### config.mk
export PLATFORM = sky130hd
export DESIGN_NAME = tcf_queue
export DESIGN_NICKNAME = d
export VERILOG_FILES = /design/src/hw/rtl/tcf_pkg.sv /design/src/hw/rtl/tcf_queue.sv
export SDC_FILE = /design/constraint.sdc
export NUM_CORES = 1
export LEC_CHECK = 0
export BUFFER_PORTS_ARGS = -buffer_cell sky130_fd_sc_hd__buf_2
export CAP_MARGIN = 20
export CORE_ASPECT_RATIO = 0.5
export CORE_MARGIN = 3
export CORE_UTILIZATION = 60
export CTS_CLUSTER_DIAMETER = 30
export DETAILED_ROUTE_END_ITERATION = 10
export PLACE_DENSITY = 0.83
export SETUP_SLACK_MARGIN = 0.3
export SYNTH_ARGS = -nofsm -noshare
export SYNTH_HDL_FRONTEND = slang
export SYNTH_SLANG_ARGS = --single-unit
### constraint.sdc
create_clock -name clk -period 4.15 [get_ports clk]
set_input_delay 0.415 -clock clk [delete_from_list [all_inputs] [get_ports clk]]
set_output_delay 0.415 -clock clk [all_outputs]
set_load 0.1 [all_outputs]
### src/hw/rtl/tcf_pkg.sv
package tcf_pkg;

  localparam int unsigned HIT_SPACE     = 65536;
  localparam int unsigned MAX_TRACK_LEN = 256;

  localparam int unsigned HIT_INDEX_W = 16;
  localparam int unsigned REG_W       = 9;
  localparam int unsigned RUNS_W      = 8;
  localparam int unsigned CFG_IDX_W   = 2;

  localparam int unsigned MAP_AW = $clog2(HIT_SPACE);
  localparam int unsigned BUF_AW = $clog2(MAX_TRACK_LEN);
  localparam int unsigned CNT_W  = $clog2(MAX_TRACK_LEN + 1);

  // coverage map entries hold the epoch in which they were set; 0 = wiped
  localparam int unsigned EPOCH_W = 4;
  localparam logic [EPOCH_W-1:0] EPOCH_FIRST = EPOCH_W'(1);
  localparam logic [EPOCH_W-1:0] EPOCH_LAST  = '1;

  localparam int unsigned QUEUE_DEPTH = 4;
  localparam int unsigned Q_AW        = $clog2(QUEUE_DEPTH);

  localparam int unsigned PROD_W = REG_W + CNT_W;
  localparam int unsigned CMP_W  = (PROD_W > REG_W + 8) ? PROD_W : REG_W + 8;
  localparam int unsigned LEN_W  = (CNT_W > REG_W) ? CNT_W : REG_W;

  typedef enum logic [CFG_IDX_W-1:0] {
    REG_MIN_TRACK_LENGTH = 2'd0,
    REG_RUN_THRESHOLD    = 2'd1,
    REG_NEW_RATIO_Q8     = 2'd2
  } reg_index_t;

  typedef enum logic [1:0] {
    VERDICT_ACCEPTED = 2'd0,
    VERDICT_SHORT    = 2'd1,
    VERDICT_FILTERED = 2'd2,
    VERDICT_OVERFLOW = 2'd3
  } verdict_t;

  typedef enum logic [1:0] {
    OP_HIT   = 2'd0,
    OP_LAST  = 2'd1,
    OP_CLEAR = 2'd2
  } op_t;

  typedef struct packed {
    op_t                    op;
    logic [HIT_INDEX_W-1:0] hit_index;
  } q_entry_t;

  typedef struct packed {
    logic     valid;
    q_entry_t entry;
  } q_slot_t;

  typedef struct packed {
    logic [REG_W-1:0] min_track_length;
    logic [REG_W-1:0] run_threshold;
    logic [REG_W-1:0] new_ratio_q8;
  } cfg_t;

endpackage

### src/hw/rtl/tcf_queue.sv
module tcf_queue import tcf_pkg::*; (
  input  logic    clk,
  input  logic    rst,
  input  q_slot_t push,
  output logic    full,
  input  logic    pop,
  output q_slot_t head
);

  q_entry_t        slots [QUEUE_DEPTH];
  logic [Q_AW-1:0] wr_ptr;
  logic [Q_AW-1:0] rd_ptr;
  logic [Q_AW:0]   count;
  logic            do_push;
  logic            do_pop;

  assign full       = (count == (Q_AW + 1)'(QUEUE_DEPTH));
  assign head.valid = (count != '0);
  assign head.entry = slots[rd_ptr];
  assign do_push    = push.valid && !full;
  assign do_pop     = pop && head.valid;

  always_ff @(posedge clk) begin
    if (do_push) begin
      slots[wr_ptr] <= push.entry;
    end
  end

  always_ff @(posedge clk) begin
    if (rst) begin
      wr_ptr <= '0;
      rd_ptr <= '0;
      count  <= '0;
    end else begin
      if (do_push) begin
        wr_ptr <= wr_ptr + 1'b1;
      end
      if (do_pop) begin
        rd_ptr <= rd_ptr + 1'b1;
      end
      if (do_push && !do_pop) begin
        count <= count + 1'b1;
      end else if (do_pop && !do_push) begin
        count <= count - 1'b1;
      end
    end
  end

endmodule

Word level (Yosys, flattened, before mapping)
Memories as Yosys holds them, arrays and structs flattened. A register that Yosys moved wholly into a read port is not among the register bits. Index checks and enable logic that the tools add are counted.

Bits in registers: 7. Bits in writable memories: 72. Input port bits: 22. Output and inout bits: 20. Word-level logic and storage cells: 24. Memories: 1.

Memories: slots (depth 4, width 18, read ports 1, clocked after memory_dff 1, wr ports 1, line tcf_queue.sv:10) `q_entry_t slots [QUEUE_DEPTH];`.

Add/sub/neg operators: 4. Eq/ne operators: 1. Multiplexer cells: 6. Reductions and logical operators: 9.

Operators with widths (count): 2-to-1 mux 3 bit (2); adder 2 x 1 -> 2 bit (second input constant) (2); logical AND 1 bit (4); 2-to-1 mux 2 bit (2); adder 3 x 1 -> 3 bit (second input constant) (1); == test 3 bit (second input constant) (1); zero test 1 bit (3); nonzero test 3 bit (1); subtractor 3 x 1 -> 3 bit (second input constant) (1); 2-to-1 mux 1 bit (2); nonzero test 2 bit (1).

Longest topological paths before layout
Depth after elaboration: 7. Gate-level depth with buffers: 8. Gate-level depth less buffers: 8.

Worst setup path before layout
No wires, ideal clock.

Kind: register to register. Start point: register count[2]. End point: register count[2]. Setup time: 70 ps. Arrival time: 2833 ps. Required time: 4080 ps. Path slack: 1247 ps. Stages on the path, launching flop included: 9. Buffers on the path: 0. Clock period less this slack: 2903 ps. Cells stage by stage: dfxtp_1 -> nor3b_2 -> nor2_2 -> ha_1 -> inv_1 -> fa_1 -> xor2_1 -> or3_1 -> a21oi_1.

Longest elaborated chain between the ends: 6.

RTL lines: from (decl) (line tcf_queue.sv:13) `logic [Q_AW:0] count;`; from (signal assigned) (line tcf_queue.sv:42) `count <= count + 1'b1;`; from (signal assigned) (line tcf_queue.sv:44) `count <= count - 1'b1;`; == test 3 bit * (line tcf_queue.sv:17) `assign full = (count == (Q_AW + 1)'(QUEUE_DEPTH));`; named net full (line tcf_queue.sv:5) `output logic full,`; zero test 1 bit * (line tcf_queue.sv:20) `assign do_push = push.valid && !full;`; logical AND 1 bit * (line tcf_queue.sv:20); named net do_push (line tcf_queue.sv:14) `logic do_push;`; zero test 1 bit (line tcf_queue.sv:43) `end else if (do_pop && !do_push) begin`; logical AND 1 bit (line tcf_queue.sv:43); nonzero test 2 bit (no line).

The timed path passes the listed nets; every way through them passes the cells marked *. The select of a mux whose other input is x is not followed. A chain may end at the register's enable or synchronous reset.

==> flow_summary.json <==
{
  "place_hpwl_mm": 3.46,
  "grt_pass1_vias": 1510,
  "nets": 218,
  "numCtsBuffers": 9,
  "synth_top_cell_area_share_pct": 70.2,
  "grt_start_max_net_pins": 19,
  "clockRootBuffer": "clkbuf_8",
  "critical_path_class": "reg2out",
  "cts_tree": "done",
  "synth_common_cells": "edfxtp_1 (72), mux4_2 (18), dfxtp_1 (9), ha_1 (5), nor2_1 (5)",
  "design.core.area_um2": 4660,
  "num_antenna_cells": 0,
  "drt_iter0_drc": 41,
  "run_status": "completed",
  "synthArstFlopShare_pct": 0,
  "clock_path_buffers": 2,
  "dieWidth_um": 107,
  "vias_per_cell": 5.57,
  "overflow": 0,
  "synth_area_um2": 3080,
  "ys.flop_type": "edfxtp_1",
  "io_buffers": 41,
  "fin_skew_ns": 0.00634,
  "clk_pin_slew_ns": 0.07,
  "dp_cells": 245,
  "antenna_found_initial": 0,
  "fin_util_pct": 75.3,
  "drv_cap": 0,
  "critPathMaxFanout": 18,
  "wire_per_inst_um": 20.0,
  "insertion_delay_ns": 0.34,
  "ys_seq_area_share_pct": 76.0,
  "cts_hold_buf": 0,
  "endpoint_kind": "output port",
  "groute.usage.overall_pct": 19.3,
  "hp-class": "in2reg",
  "yosys.area.top_type": "edfxtp_1",
  "post-cts-setup-buffers": 0,
  "htree_levels": 3,
  "period_minus_slack_ns": 2.44,
  "num_vias": 1453,
  "drc_errors": 0,
  "gp_congestion": 0.707,
  "drive_gt1_share_pct": 38.5,
  "wirelength_mm": 5.21,
  "antenna_left": 0,
  "yosys.cell_types.count": 22,
  "row_count": 17,
  "synth_edf_count": 72,
  "setup_viol": 0,
  "tns_ns": 0,
  "required_ns": 3.73,
  "avgSynthCellArea_um2": 21.7,
  "stdcell_count": 261,
  "worst_slew_pin_slew_ns": 0.942,
  "dr.pass1.iters": 5,
  "grt_first_pass_wirelength_mm": 8.32,
  "synth.area.top_cells": "edfxtp_1 (70%), mux4_2 (13%), dfxtp_1 (5.8%)",
  "cp-start-kind": "flop",
  "synth_nets": 170,
  "initial_core_util_pct": 66.1,
  "post_cts_resized": 0,
  "max_slew_margin_pct": 37.2,
  "dieArea_um2": 6080,
  "hold_viol": 0,
  "rsz0062_at_grt": "false",
  "synth_seq_cells": 81,
  "num_io_pins": 42,
  "syn_inst": 142,
  "clock.fmax_ghz": 0.411,
  "synth.most_common_cell": "edfxtp_1",
  "clock_sinks": 81,
  "fin_crit_sh_pct": 58.7,
  "cp.arrival_ns": 2.02,
  "yosysWarnings": 0,
  "dieHeight_um": 56.7,
  "area_delta_synth_final_pct": 13.9,
  "slew_violations": 0
}
cell usage in the layout, fill, tap and decap left out, drive strengths merged:
master / n
a21oi: 2
and2: 4
buf: 42
bufinv: 1
clkbuf: 12
clkinv: 3
dfxtp: 9
edfxtp: 72
fa: 1
ha: 5
inv: 4
mux2i: 2
mux4: 18
nand2b: 2
nor2: 6
nor3b: 1
o21ai: 2
o311ai: 1
o31ai: 1
or3: 3
xor2: 4
sequential cells by signal, indices dropped and copies added (netlist names), named ones only:
| signal | flops |
|---|---|
| count | 3 |
| rd_ptr | 2 |
| slots | 72 |
| wr_ptr | 2 |
cell families after synthesis:
family,synth area share [%]
XOR/XNOR,1.14
AND/OR/NAND/NOR,3.05
multiplexers,13.8
flip-flops,76.0
buffers and inverters,1.95
AO/OA/AOI/OAI,1.34
adder cells (fa/ha/maj),2.68
stage by stage:
step                      setup slack (ns)  area [µm²]  hold slack [ns]
final                                 1.71        3510            0.291
after global routing                  1.62        3510            0.276
after global placement                2.04        3330            0.493
after CTS                             1.68        3510            0.268
after floorplan                       1.25        3080            0.482
after detailed placement              1.95        3330            0.514
worst max-delay path, cell delays in order, from the launching register on:
cell and delay (ns):
dfxtp_1 0.89, mux4_2 0.37, buf_2 0.43
layout make-up:
cell class / count / area (µm²)
clock buffers: 12 / 135
repair buffers: 42 / 213
fillers: 259 / 1150
multi-input cells: 52 / 678
inverters: 4 / 15.0
flip-flops and latches: 81 / 2340
clock inverters: 4 / 43.8
well taps: 66 / 82.6
worst paths after layout:
path	end	depth (start not counted)	startpoint	slack (ns)
max	head[1]	2	flop	1.71
min	slots[1][15]	1	push[15]	0.29
max reg2reg	count[2]	8	count[0]	1.93
min reg2reg	wr_ptr[1]	2	wr_ptr[1]	0.53
layer usage:
metal / GRT usage [%] / vias up / routed length, µm
li1: - / 670 / -
met1: 24.9 / 735 / 2220
met2: 30.9 / 41 / 2660
met3: 6.89 / 7 / 243
met4: 6.65 / 0 / 76
met5: 0 / - / 0
Power is left out: the tool's default activity adds up to more than one toggle a clock period on the data nets, which glitch-free logic cannot reach.
